### src/rtl/core/lgsms_pkg.sv
// ----------------------------------------------------------------------------
// lgsms_pkg
// Shared types, codes and reset values of the swing motor sequencer.
// ----------------------------------------------------------------------------
package lgsms_pkg;

  localparam int unsigned TimerWidth  = 14;
  localparam int unsigned RegWidth    = 14;
  localparam int unsigned FieldWidth  = 14;
  localparam int unsigned CfgIdxWidth = 3;
  localparam int unsigned CmpWidth    = (TimerWidth > RegWidth) ? TimerWidth : RegWidth;

  // Drive codes
  localparam logic [1:0] DrvStop = 2'd0;
  localparam logic [1:0] DrvCw   = 2'd1;
  localparam logic [1:0] DrvCcw  = 2'd2;

  // Command codes (pitch: up/down, swing: left/right, spray: jet/spray)
  localparam logic [1:0] CmdFirst  = 2'd1;
  localparam logic [1:0] CmdSecond = 2'd2;

  // Swing modes
  localparam logic [2:0] ModeManual = 3'd0;
  localparam logic [2:0] ModeOne    = 3'd1;
  localparam logic [2:0] ModeTwo    = 3'd2;
  localparam logic [2:0] ModeThree  = 3'd3;
  localparam logic [2:0] ModeFour   = 3'd4;

  // Register indexes
  localparam logic [CfgIdxWidth-1:0] RegCentreReturn = 3'd0;
  localparam logic [CfgIdxWidth-1:0] RegStrokeOne    = 3'd1;
  localparam logic [CfgIdxWidth-1:0] RegStrokeTwo    = 3'd2;
  localparam logic [CfgIdxWidth-1:0] RegStrokeThree  = 3'd3;
  localparam logic [CfgIdxWidth-1:0] RegStrokeFour   = 3'd4;

  // Register reset values
  localparam logic [RegWidth-1:0] CentreReturnReset = 14'd2500;
  localparam logic [RegWidth-1:0] StrokeOneReset    = 14'd4000;
  localparam logic [RegWidth-1:0] StrokeTwoReset    = 14'd6000;
  localparam logic [RegWidth-1:0] StrokeThreeReset  = 14'd8000;
  localparam logic [RegWidth-1:0] StrokeFourReset   = 14'd10000;

  typedef struct packed {
    logic       centred;
    logic [2:0] auto_mode;
    logic [1:0] spray_command;
    logic [1:0] swing_command;
    logic [1:0] pitch_command;
    logic       limit_right;
    logic       limit_left;
    logic       limit_down;
    logic       limit_up;
    logic       run_enabled;
  } item_t;

  typedef struct packed {
    logic [RegWidth-1:0] centre_return_ticks;
    logic [RegWidth-1:0] stroke_mode_one;
    logic [RegWidth-1:0] stroke_mode_two;
    logic [RegWidth-1:0] stroke_mode_three;
    logic [RegWidth-1:0] stroke_mode_four;
  } cfg_t;

  typedef struct packed {
    logic [1:0]            pitch_drive;
    logic [1:0]            swing_drive;
    logic [1:0]            spray_drive;
    logic [TimerWidth-1:0] timer;
  } step_t;

endpackage

### src/rtl/core/lgsms_step.sv
// ----------------------------------------------------------------------------
// lgsms_step
// Decision logic for one tick: drives and the next swing timer value.
// ----------------------------------------------------------------------------
module lgsms_step import lgsms_pkg::*; (
  input  item_t                 item_i,
  input  cfg_t                  cfg_i,
  input  logic [1:0]            hold_i,
  input  logic [TimerWidth-1:0] timer_i,
  output step_t                 step_o
);

  logic [RegWidth-1:0]   stroke;
  logic [RegWidth+1:0]   triple;
  logic [RegWidth-1:0]   hi_thresh;
  logic [RegWidth-1:0]   lo_thresh;
  logic [1:0]            pitch;
  logic [1:0]            swing;
  logic [1:0]            spray;
  logic [TimerWidth-1:0] timer;

  always_comb begin
    case (item_i.auto_mode)
      ModeOne:   stroke = cfg_i.stroke_mode_one;
      ModeTwo:   stroke = cfg_i.stroke_mode_two;
      ModeThree: stroke = cfg_i.stroke_mode_three;
      default:   stroke = cfg_i.stroke_mode_four;
    endcase
  end

  // Three quarters and one quarter of the stroke, rounded down.
  assign triple    = {2'b00, stroke} + {1'b0, stroke, 1'b0};
  assign hi_thresh = triple[RegWidth+1:2];
  assign lo_thresh = {2'b00, stroke[RegWidth-1:2]};

  always_comb begin
    pitch = DrvStop;
    spray = DrvStop;
    swing = hold_i;
    timer = timer_i;
    if (item_i.run_enabled) begin
      if (item_i.pitch_command == CmdFirst && !item_i.limit_up) begin
        pitch = DrvCw;
      end else if (item_i.pitch_command == CmdSecond && !item_i.limit_down) begin
        pitch = DrvCcw;
      end

      if (item_i.auto_mode == ModeManual) begin
        // Manual swing runs with the motor direction inverted.
        if (item_i.swing_command == CmdFirst && !item_i.limit_left) begin
          swing = DrvCcw;
        end else if (item_i.swing_command == CmdSecond && !item_i.limit_right) begin
          swing = DrvCw;
        end else begin
          swing = DrvStop;
        end
      end else if (item_i.auto_mode inside {[ModeOne:ModeFour]}) begin
        if (!item_i.centred) begin
          if (item_i.limit_left) begin
            swing = DrvCw;
            timer = TimerWidth'(cfg_i.centre_return_ticks);
          end else if (timer_i == '0) begin
            swing = DrvCcw;
          end
        end else begin
          if (timer_i == '0) begin
            timer = TimerWidth'(stroke);
          end
          if (CmpWidth'(timer) >= CmpWidth'(hi_thresh) && !item_i.limit_left) begin
            swing = DrvCcw;
          end else if (CmpWidth'(timer) >= CmpWidth'(lo_thresh) && !item_i.limit_right) begin
            swing = DrvCw;
          end else if (timer != '0 && !item_i.limit_left) begin
            swing = DrvCcw;
          end else begin
            swing = DrvStop;
          end
        end
      end

      if (item_i.spray_command == CmdFirst) begin
        spray = DrvCw;
      end else if (item_i.spray_command == CmdSecond) begin
        spray = DrvCcw;
      end
    end else begin
      swing = DrvStop;
    end

    // The timer counts one tick down after the decision and stops at zero.
    if (timer != '0) begin
      timer = timer - TimerWidth'(1);
    end
  end

  assign step_o.pitch_drive = pitch;
  assign step_o.swing_drive = swing;
  assign step_o.spray_drive = spray;
  assign step_o.timer       = timer;

endmodule

### src/rtl/core/limit_gated_swing_motor_sequencer_core.sv
// ----------------------------------------------------------------------------
// limit_gated_swing_motor_sequencer_core
// Tick-driven pitch, swing and spray motor sequencer with limit gating.
// ----------------------------------------------------------------------------
// Each input beat is one tick and yields exactly one output beat. The
// block takes one tick per clock cycle while the receiver does not hold off
// results. An accepted beat waits in the input register and moves into the
// result register when that register is free or being emptied; the decision
// logic and the swing state update sit between the two registers. The input
// stalls only while both registers are full and the receiver holds off the
// result beat.
// Configuration writes are always taken and should only be issued while no
// tick is in flight. There is no memory and no start-up clearing pass.
module limit_gated_swing_motor_sequencer_core import lgsms_pkg::*; (
  input  logic                   clk_i,
  input  logic                   rst_ni,
  input  logic                   s_tvalid_i,
  output logic                   s_tready_o,
  // [0] run_enabled, [1] limit_up, [2] limit_down, [3] limit_left,
  // [4] limit_right, [6:5] pitch_command, [8:7] swing_command,
  // [10:9] spray_command, [13:11] auto_mode, [14] centred, [15] zero
  input  logic [15:0]            s_tdata_i,
  output logic                   m_tvalid_o,
  input  logic                   m_tready_i,
  // [1:0] pitch_drive, [3:2] swing_drive, [5:4] spray_drive,
  // [19:6] timer_value, [23:20] zero
  output logic [23:0]            m_tdata_o,
  input  logic                   cfg_valid_i,
  output logic                   cfg_ready_o,
  input  logic [CfgIdxWidth-1:0] cfg_index_i,
  input  logic [RegWidth-1:0]    cfg_data_i
);

  cfg_t                  cfg_q;
  item_t                 item_q;
  logic                  in_valid_q;
  step_t                 step;
  logic [1:0]            hold_q;
  logic [TimerWidth-1:0] timer_q;
  logic                  out_valid_q;
  logic [5:0]            drives_q;
  logic [FieldWidth-1:0] timer_out_q;
  logic                  advance;

  assign cfg_ready_o = 1'b1;

  always_ff @(posedge clk_i or negedge rst_ni) begin
    if (!rst_ni) begin
      cfg_q.centre_return_ticks <= CentreReturnReset;
      cfg_q.stroke_mode_one     <= StrokeOneReset;
      cfg_q.stroke_mode_two     <= StrokeTwoReset;
      cfg_q.stroke_mode_three   <= StrokeThreeReset;
      cfg_q.stroke_mode_four    <= StrokeFourReset;
    end else if (cfg_valid_i) begin
      case (cfg_index_i)
        RegCentreReturn: cfg_q.centre_return_ticks <= cfg_data_i;
        RegStrokeOne:    cfg_q.stroke_mode_one     <= cfg_data_i;
        RegStrokeTwo:    cfg_q.stroke_mode_two     <= cfg_data_i;
        RegStrokeThree:  cfg_q.stroke_mode_three   <= cfg_data_i;
        RegStrokeFour:   cfg_q.stroke_mode_four    <= cfg_data_i;
        default: ;
      endcase
    end
  end

  // The input register moves on whenever the result register is free or
  // being emptied in the same cycle.
  assign advance    = in_valid_q && (!out_valid_q || m_tready_i);
  assign s_tready_o = !in_valid_q || advance;

  always_ff @(posedge clk_i or negedge rst_ni) begin
    if (!rst_ni) begin
      in_valid_q <= 1'b0;
    end else if (s_tready_o) begin
      in_valid_q <= s_tvalid_i;
    end
  end

  always_ff @(posedge clk_i) begin
    if (s_tready_o && s_tvalid_i) begin
      item_q <= item_t'(s_tdata_i[14:0]);
    end
  end

  lgsms_step u_step (
    .item_i  (item_q),
    .cfg_i   (cfg_q),
    .hold_i  (hold_q),
    .timer_i (timer_q),
    .step_o  (step)
  );

  always_ff @(posedge clk_i or negedge rst_ni) begin
    if (!rst_ni) begin
      hold_q      <= DrvStop;
      timer_q     <= '0;
      out_valid_q <= 1'b0;
    end else begin
      if (advance) begin
        hold_q  <= step.swing_drive;
        timer_q <= step.timer;
      end
      if (advance) begin
        out_valid_q <= 1'b1;
      end else if (m_tready_i) begin
        out_valid_q <= 1'b0;
      end
    end
  end

  always_ff @(posedge clk_i) begin
    if (advance) begin
      drives_q    <= {step.spray_drive, step.swing_drive, step.pitch_drive};
      timer_out_q <= FieldWidth'(step.timer);
    end
  end

  assign m_tvalid_o = out_valid_q;
  assign m_tdata_o  = {4'b0000, timer_out_q, drives_q};

  // An emergency stop tick leaves every drive stopped.
  assert property (@(posedge clk_i) disable iff (!rst_ni)
    advance && !item_q.run_enabled |=> m_tdata_o[5:0] == 6'd0)
    else $error("drive active on an emergency stop tick");

  // The held swing state matches the pending swing drive.
  assert property (@(posedge clk_i) disable iff (!rst_ni)
    m_tvalid_o |-> m_tdata_o[3:2] == hold_q)
    else $error("swing hold differs from the pending swing drive");

  // The pending timer value is the timer state.
  assert property (@(posedge clk_i) disable iff (!rst_ni)
    m_tvalid_o |-> m_tdata_o[19:6] == FieldWidth'(timer_q))
    else $error("pending timer value differs from the timer state");

  // Input stalls only behind a stalled result.
  assert property (@(posedge clk_i) disable iff (!rst_ni)
    in_valid_q && !s_tready_o |-> m_tvalid_o && !m_tready_i)
    else $error("input stalled while the result side was free");

  // No drive ever carries the unused code.
  assert property (@(posedge clk_i) disable iff (!rst_ni)
    m_tvalid_o |-> m_tdata_o[1:0] != 2'd3 && m_tdata_o[3:2] != 2'd3
                   && m_tdata_o[5:4] != 2'd3)
    else $error("invalid drive code on the output");

endmodule
### config.mk
export PLATFORM = sky130hd
export DESIGN_NAME = limit_gated_swing_motor_sequencer_core
export DESIGN_NICKNAME = d
export VERILOG_FILES = /design/src/rtl/core/lgsms_pkg.sv /design/src/rtl/core/lgsms_step.sv /design/src/rtl/core/limit_gated_swing_motor_sequencer_core.sv
export SDC_FILE = /design/constraint.sdc
export NUM_CORES = 1
export LEC_CHECK = 0
export BUFFER_PORTS_ARGS = -buffer_cell sky130_fd_sc_hd__buf_2
export CAP_MARGIN = 25
export CORE_MARGIN = 5
export CORE_UTILIZATION = 58
export CTS_BUF_LIST = sky130_fd_sc_hd__clkbuf_4 sky130_fd_sc_hd__clkbuf_8
export DETAILED_ROUTE_END_ITERATION = 7
export PLACE_DENSITY_LB_ADDON = 0.08
export SLEW_MARGIN = 40
export SYNTH_ARGS = -nofsm -noshare
export SYNTH_HDL_FRONTEND = slang
export SYNTH_HIERARCHICAL = 1
export SYNTH_SLANG_ARGS = --single-unit
### constraint.sdc
create_clock -name clk_i -period 5.5 [get_ports clk_i]
set_input_delay 0.55 -clock clk_i [delete_from_list [all_inputs] [get_ports clk_i]]
set_output_delay 0.55 -clock clk_i [all_outputs]
set_load 0.03 [all_outputs]
==> metrics.md, run 1 <==
| Metric | Value |
|---|---|
| Crit end category | flip-flop |
| Sequential share of the synthesized area | 44.8% |
| Yosys top cell area share | 20.1% |
| Clock buffer depth | 2 |
| Simple-gate share of the synthesized area | 12.1% |
| Largest family of logic cells by synthesized area | multiplexers |
| Clock network power share | 20.9% |
| Dpl hpwl | 13300 um |
| Count of final setup violators | 0 |
| Met2 Use GR | 40.8% |
| Post-synth EDFFs | 35 |
| Highest Clock Rate | 0.190 GHz |
| First-pass GRT wire length | 29100 um |
| Die area | 15000 um^2 |
| H-Tree Depth | 4 |
| Place WS | 0.245 ns |
| Clock-pin slew on the worst setup and hold paths | 0.07 ns |
| Core area | 12500 um^2 |
| GR Util All Layers | 25.5% |
| Mux share of post-synthesis cell area | 16.1% |
| Initial Utilization | 58.6% |
| RSZ-0062 raised after global routing | no |
| Die width | 122 um |
| CP required | 5.82 ns |
| VDD IR max | 289 uV |
| Setup crit start kind | flip-flop |
| Wire per inst | 19.4 um |
| Final period util | 95.7% |
| Global route overflow | 0 |
| Most common cell after layout, fill and taps aside | dfrtp_1 |
| Finished Layout Cells | 911 |
| GRT Max-Usage Layer | met2 |
| Synth Warn # | 6 |
| DR iter-0 viols | 317 |
| Drt via density | 5.90 |
| Hold Buf Count CTS | 0 |
| Max incr delay on CP | 0.42 ns |
| XOR/XNOR Fraction of Synth Area | 2.51% |
| Synth Flop Type | dfrtp_1 |
| Final nets | 805 |
| GP Congestion | 0.985 |
| Worst-margin pin slew | 0.801 ns |
| Status | completed |
| Critical-path cell list | buf_12 > mux2_2 > a22oi_1 > o21a_1 > inv_1 > ha_1 > a21o_1 > a21oi_2 > o21bai_1 > a21oi_2 > o21ba_2 > o21ai_0 > or4_1 > o311a_1 > xnor2_2 > ha_1 > nand4_1 > nor4_1 > a211oi_2 > o221a_2 > a21oi_1 > o21ai_0 > mux2_2 |
| DRT antenna net count | 0 |
| Number of remaining DRC errors | 0 |
| IO Port Bufs | 58 |
| Largest net degree at the start of global routing | 89 |
| Worst setup margin | 0.236 ns |
| Fin Setup TNS | 0 ns |
| Complex-gate fraction of the synthesized area | 13.3% |
| Max_slew headroom | 46.6% |
| Via count | 5377 |
| I/O pins | 65 |
| Clk_lat worst skew | 0.44 ns |
| Combinational share of power | 42.4% |
| GR Util met1 | 33.8% |
| Die Height | 122 um |
| P&R area growth vs syn | 13.4% |
| Clk_skew | 0.0117 ns |
| Yosys top cell by area | dfrtp_1 |
| Post-Synth Adder-Cell Area | 7.09% |
| Ys async rst share | 71.5% |
| Sequential Power Share | 36.8% |
| First-pass DRT Iterations | 5 |
| Num rows | 41 |
| Post-route design area | 8320 um^2 |
| Most frequent cells in the layout | dfrtp_1 (59), buf_2 (57), mux2_2 (55) |
| Max-cap violations | 0 |
| Synth Area per Inst | 11.2 um^2 |
| CTS tree | done |
| Net Sw Frac | 37.8% |
| Final worst path period need | 5.26 ns |
| Slowest cell on the critical path | or4_1 |
| Crit-path max FO | 21 |
| Hold Crit Class | input port to async pin |
| Vias in the first global route | 5483 |
| Post-synthesis instance area | 7340 um^2 |
| Critical path arrival | 5.58 ns |
| Max-slew violations | 0 |
| Met3 Usage GRT | 5.48% |
| Placed Cells | 877 |
| Internal | 2.32 mW |
| Library cells used by synthesis | 69 |
| Ratio of cells with drive above 1 in the final layout | 30.6% |
| Synth area leaders | dfrtp_1 (20%), edfxtp_1 (14%), dfstp_2 (10%) |
| Pleak | 3.60 nW |
| Final hold viol count | 0 |
| Mapped Cells | 653 |
| Pwr/cell area | 448 nW/um^2 |
| #FFs+latches synth | 123 |
| Antenna diodes | 0 |
| Clk sinks | 123 |
| Worst setup path class | flip-flop to flip-flop |
| NetSw | 1.41 mW |
| Final wirelength | 17600 um |
| TritonCTS Buffers | 17 |
| DP Area | 7890 um^2 |
| Root buffer cell | clkbuf_8 |
| Initial antenna violation count | 0 |
[cell usage after synthesis, types with 3 or more instances]
| cell type | instances |
|---|---|
| and2_1 | 4 |
| a31oi_1 | 7 |
| inv_1 | 29 |
| ha_1 | 40 |
| o21ai_0 | 20 |
| o21bai_1 | 14 |
| nand3b_1 | 5 |
| o31ai_1 | 5 |
| edfxtp_1 | 35 |
| nor2_1 | 40 |
| mux2_2 | 55 |
| a21o_1 | 10 |
| nor4bb_1 | 3 |
| a211oi_1 | 5 |
| o22ai_1 | 8 |
| a21oi_1 | 34 |
| nor2b_1 | 11 |
| nand3_1 | 10 |
| nand2_1 | 23 |
| a22oi_1 | 5 |
| nor3_1 | 9 |
| o22a_1 | 5 |
| or4_1 | 3 |
| or2_2 | 6 |
| mux2i_1 | 9 |
| nand2b_1 | 15 |
| o221ai_1 | 4 |
| nor4_1 | 4 |
| xnor2_1 | 12 |
| buf_4 | 10 |
| dfstp_2 | 29 |
| dfrtp_1 | 59 |
| buf_2 | 12 |
| nand4_1 | 8 |
| clkbuf_1 | 8 |
| o21a_1 | 5 |
| xor2_1 | 9 |
| mux2_1 | 42 |
[path summary, 6_finish.rpt]
path                               from         end  slack [ns]  depth (start not counted)
max                          item_q[11]   hold_q[0]        0.24                         23
min                              rst_ni   cfg_q[17]        0.16                          1
max reg2reg                  item_q[11]   hold_q[0]        0.24                         23
min reg2reg                   cfg_q[17]   cfg_q[17]        0.49                          1
max in group asynchronous        rst_ni  timer_q[6]        4.85                          1
min in group clk_i         s_tdata_i[9]   item_q[9]        0.28                          1
[worst max-delay path: cells and delay by family, from the launching register on]
family	cells	cell delay, ns
flops	1	0.38
xor+xnor	1	0.16
compound gates	13	2.07
fa+ha+maj	2	0.66
simple gates	3	0.96
buf+inv	2	0.27
mux	2	0.64
[what timing repair did]
item                                    in CTS  in global routing
endpoints found under the setup margin       0                  4
resized for setup                            0                  5
buffers inserted                             0                  1
[routing by layer]
layer | routed length [um] | part of all wire, %
met1 | 7760 | 44
met2 | 8410 | 48
met3 | 896 | 5.1
met4 | 573 | 3.2
met5 | 0 | 0
[power by group through the flow]
stage	sequential [mW]	combinational [mW]	clock [mW]
2_1_floorplan	1.39	1.11	0
3_3_place_gp	1.38	1.48	0
3_5_place_dp	1.39	1.53	0
4_1_cts	1.37	1.54	0.797
5_1_grt	1.40	1.78	0.850
6_report	1.37	1.58	0.778
[sequential cells by signal (all words and copies together) (netlist names)]
name / cells
timer_out_q: 14
drives_q: 6
in_valid_q: 1
hold_q: 2
m_tvalid_o: 1
cfg_q: 70
item_q: 15
timer_q: 14
[area by class of cell]
class / count / area [um^2]
fillers: 1009 / 4190
multi-input cells: 472 / 3810
flip-flops and latches: 123 / 3290
repair buffers: 83 / 507
clock buffers: 18 / 241
well taps: 172 / 215
clock inverters: 14 / 146
inverters: 29 / 109
[logic make-up (layout without fill, tap and decap cells)]
logic type / count (synthesis) / in the layout
and+or+nand+nor: 156 / 156
AOI/OAI and AO/OA: 143 / 143
DFF: 123 / 123
muxes: 106 / 106
buffers and inverters: 61 / 144
adders and majority gates: 41 / 41
xor gates and xnor gates: 21 / 21
other: 2 / 5
[per-stage QoR]
step | power, mW | utilization, % | hold WS (ns)
global placement | 2.86 | 62.6 | 0.465
floorplan | 2.50 | - | 0.254
finish | 3.73 | 66.5 | 0.164
global route | 4.03 | 66.5 | 0.187
detailed placement | 2.92 | 63.0 | 0.477
CTS | 3.71 | 66.1 | 0.187
No activity file was read; power rests on OpenSTA's default activity.
==> run 2, diff against run 1 <==
Clock period 5.5 ns to 6.5 ns, I/O delays scaled along.
==> metrics.md, run 2 (synthesis results as in run 1) <==
| Metric | Value |
|---|---|
| Status | completed (unchanged) |
| Fin Setup TNS | 0 ns (unchanged) |
| Die area | 15000 um^2 (unchanged) |
| Final worst path period need | 5.92 ns (was 5.26 ns) |
| Post-route design area | 8240 um^2 (was 8320 um^2) |
| Clock network power share | 22.1% (was 20.9%) |
| Highest Clock Rate | 0.169 GHz (was 0.190 GHz) |
| Placed Cells | 868 (was 877) |
| First-pass DRT Iterations | 6 (was 5) |
| Metal2 WL | 8120 um (was 8410 um) |
| Slowest cell on the critical path | edfxtp_1 (was or4_1) |
| Top Registers | cfg_q x70, item_q x15 (unchanged) |
| Critical path arrival | 6.24 ns (was 5.58 ns) |
| DR iter-0 viols | 400 (was 317) |
| Final wirelength | 17400 um (was 17600 um) |
| Core area | 12500 um^2 (unchanged) |
| Max FFs per register | 70 (unchanged) |
| Critical-path cell list | buf_4 > mux2_1 > a22oi_1 > and2_1 > inv_1 > ha_1 > inv_1 > o21bai_1 > a21oi_1 > o21ba_2 > o21ai_0 > or4_1 > o311a_1 > xnor2_1 > ha_1 > a21o_1 > a21o_1 > a211oi_1 > o221a_2 > a2bb2oi_1 > o31ai_1 > mux2_2 (was buf_12 > mux2_2 > a22oi_1 > o21a_1 > inv_1 > ha_1 > a21o_1 > a21oi_2 > o21bai_1 > a21oi_2 > o21ba_2 > o21ai_0 > or4_1 > o311a_1 > xnor2_2 > ha_1 > nand4_1 > nor4_1 > a211oi_2 > o221a_2 > a21oi_1 > o21ai_0 > mux2_2) |
| DRT antenna net count | 0 (unchanged) |
| P&R area growth vs syn | 12.3% (was 13.4%) |
| Final period util | 91.1% (was 95.7%) |
| Util after Layout | 65.8% (was 66.5%) |
| Reg2reg start | item_q[11] (unchanged) |
| Clk sinks | 123 (unchanged) |
| Global route overflow | 0 (unchanged) |
| IO Port Bufs | 58 (unchanged) |
| M1 WL | 7620 um (was 7760 um) |
| Worst Reg-to-Reg Cells | 22 (was 23) |
| Die Height | 122 um (unchanged) |
| Via count | 5354 (was 5377) |
| Count of final setup violators | 0 (unchanged) |
| Antenna diodes | 0 (unchanged) |
| R2r setup slk | 0.58 ns (was 0.24 ns) |
| Clk_lat worst skew | 0.43 ns (was 0.44 ns) |
| Largest net degree at the start of global routing | 89 (unchanged) |
| CP required | 6.82 ns (was 5.82 ns) |
| Combinational share of power | 41.1% (was 42.4%) |
| Dpl hpwl | 13100 um (was 13300 um) |
| Final nets | 795 (was 805) |
| Most frequent cells in the layout | dfrtp_1 (59), buf_2 (57), mux2_2 (55) (unchanged) |
| Clock buffer depth | 2 (unchanged) |
| Final hold viol count | 0 (unchanged) |
| Most common cell after layout, fill and taps aside | dfrtp_1 (unchanged) |
| Max-slew violations | 0 (unchanged) |
| Post-CTS resize count | 0 (unchanged) |
| Pleak | 3.55 nW (was 3.60 nW) |
| Setup bufs post-CTS | 0 (unchanged) |
| DP Area | 7810 um^2 (was 7890 um^2) |
| First-pass GRT wire length | 28700 um (was 29100 um) |
| Root buffer cell | clkbuf_8 (unchanged) |
| Setup crit start kind | flip-flop (unchanged) |
| Num rows | 41 (unchanged) |
| Hold Crit Class | input port to async pin (unchanged) |
| Die width | 122 um (unchanged) |
| RSZ-0062 raised after global routing | no (unchanged) |
| Clock-pin slew on the worst setup and hold paths | 0.07 ns (about the same) |
| Pwr/cell area | 385 nW/um^2 (was 448 nW/um^2) |
| Worst-margin pin slew | 0.752 ns (was 0.801 ns) |
| Clk_skew | 0.00686 ns (was 0.0117 ns) |
| GP Congestion | 0.939 (was 0.985) |
| Ratio of cells with drive above 1 in the final layout | 29.1% (was 30.6%) |
| Initial Utilization | 58.6% (unchanged) |
| Initial antenna violation count | 0 (unchanged) |
| VDD IR max | 188 uV (was 289 uV) |
| H-Tree Depth | 4 (unchanged) |
| Drt via density | 5.94 (was 5.90) |
| Top routing layer in use | met4 (unchanged) |
| Crit end category | flip-flop (unchanged) |
| NetSw | 1.19 mW (was 1.41 mW) |
| Max_slew headroom | 49.6% (was 46.6%) |
| Worst setup path class | flip-flop to flip-flop (unchanged) |
| Vias in the first global route | 5612 (was 5483) |
| Internal | 1.98 mW (was 2.32 mW) |
| CTS tree | done (unchanged) |
| Finished Layout Cells | 901 (was 911) |
| Biggest register | cfg_q (unchanged) |
| TritonCTS Buffers | 17 (unchanged) |
| Crit-path max FO | 25 (was 21) |
| Net Sw Frac | 37.4% (was 37.8%) |
| Reg2reg end | hold_q[1] (was hold_q[0]) |
| Design Power | 3.17 mW (was 3.73 mW) |
| I/O pins | 65 (unchanged) |
| Max-cap violations | 0 (unchanged) |
| GR Util All Layers | 25.1% (was 25.5%) |
| Hold Buf Count CTS | 0 (unchanged) |
| Number of remaining DRC errors | 0 (unchanged) |
| Wire per inst | 19.4 um (about the same) |
| Sequential Power Share | 36.7% (was 36.8%) |
| Met3 Wirelength | 1030 um (was 896 um) |
| Max incr delay on CP | 0.84 ns (was 0.42 ns) |
==> run 2: cell count changes in the layout (fill, tap and decap cells not counted), sizes merged <==
cell    previous run  this run
bufinv             2         3
inv               32        31
buf               82        72
==> run 2: routing by layer <==
metal | vias up | global-route usage (%)
li1 | 2542 | -
met1 | 2600 | 33.3
met2 | 176 | 38.7
met3 | 36 | 5.94
met4 | 0 | 12.2
met5 | - | 0
==> run 2: critical path, delay by kind of cell, from the launching register on <==
kind / cells / cell delay, ns
buf+inv: 3 / 0.60
mux: 2 / 0.65
xor+xnor: 1 / 0.14
compound gates: 12 / 2.23
fa+ha+maj: 2 / 0.64
flops: 1 / 0.84
simple gates: 2 / 0.68
==> run 2: worst max path at each step <==
| stage | start | to | depth (start not counted) |
|---|---|---|---|
| floorplan | item_q[11] | hold_q[1] | 25 |
| global placement | item_q[11] | hold_q[1] | 22 |
| detailed placement | item_q[11] | hold_q[1] | 22 |
| CTS | item_q[11] | hold_q[1] | 22 |
| global route | item_q[11] | hold_q[1] | 22 |
| finish | item_q[11] | hold_q[1] | 22 |
==> run 2: final cells by class <==
class	instances	area, um^2
clock buffers	18	248
flip-flops and latches	123	3290
fillers	990	4280
inverters	29	109
multi-input cells	472	3790
well taps	172	215
clock inverters	14	168
repair buffers	73	415
==> run 2: stage by stage <==
| step | worst slack (ns) | hold slack, ns |
|---|---|---|
| after floorplan | 1.42 | 0.354 |
| after global placement | 0.803 | 0.465 |
| after detailed placement | 0.709 | 0.476 |
| after CTS | 0.653 | 0.280 |
| after global routing | 0.233 | 0.299 |
| final | 0.579 | 0.246 |
==> run 2: power groups by stage <==
| stage | Clock (mW) | Sequential (mW) | Combinational (mW) |
|---|---|---|---|
| 6_report | 0.702 | 1.17 | 1.30 |
| 3_5_place_dp | 0 | 1.18 | 1.28 |
| 3_3_place_gp | 0 | 1.17 | 1.24 |
| 5_1_grt | 0.760 | 1.18 | 1.46 |
| 4_1_cts | 0.721 | 1.16 | 1.30 |
| 2_1_floorplan | 0 | 1.18 | 0.935 |
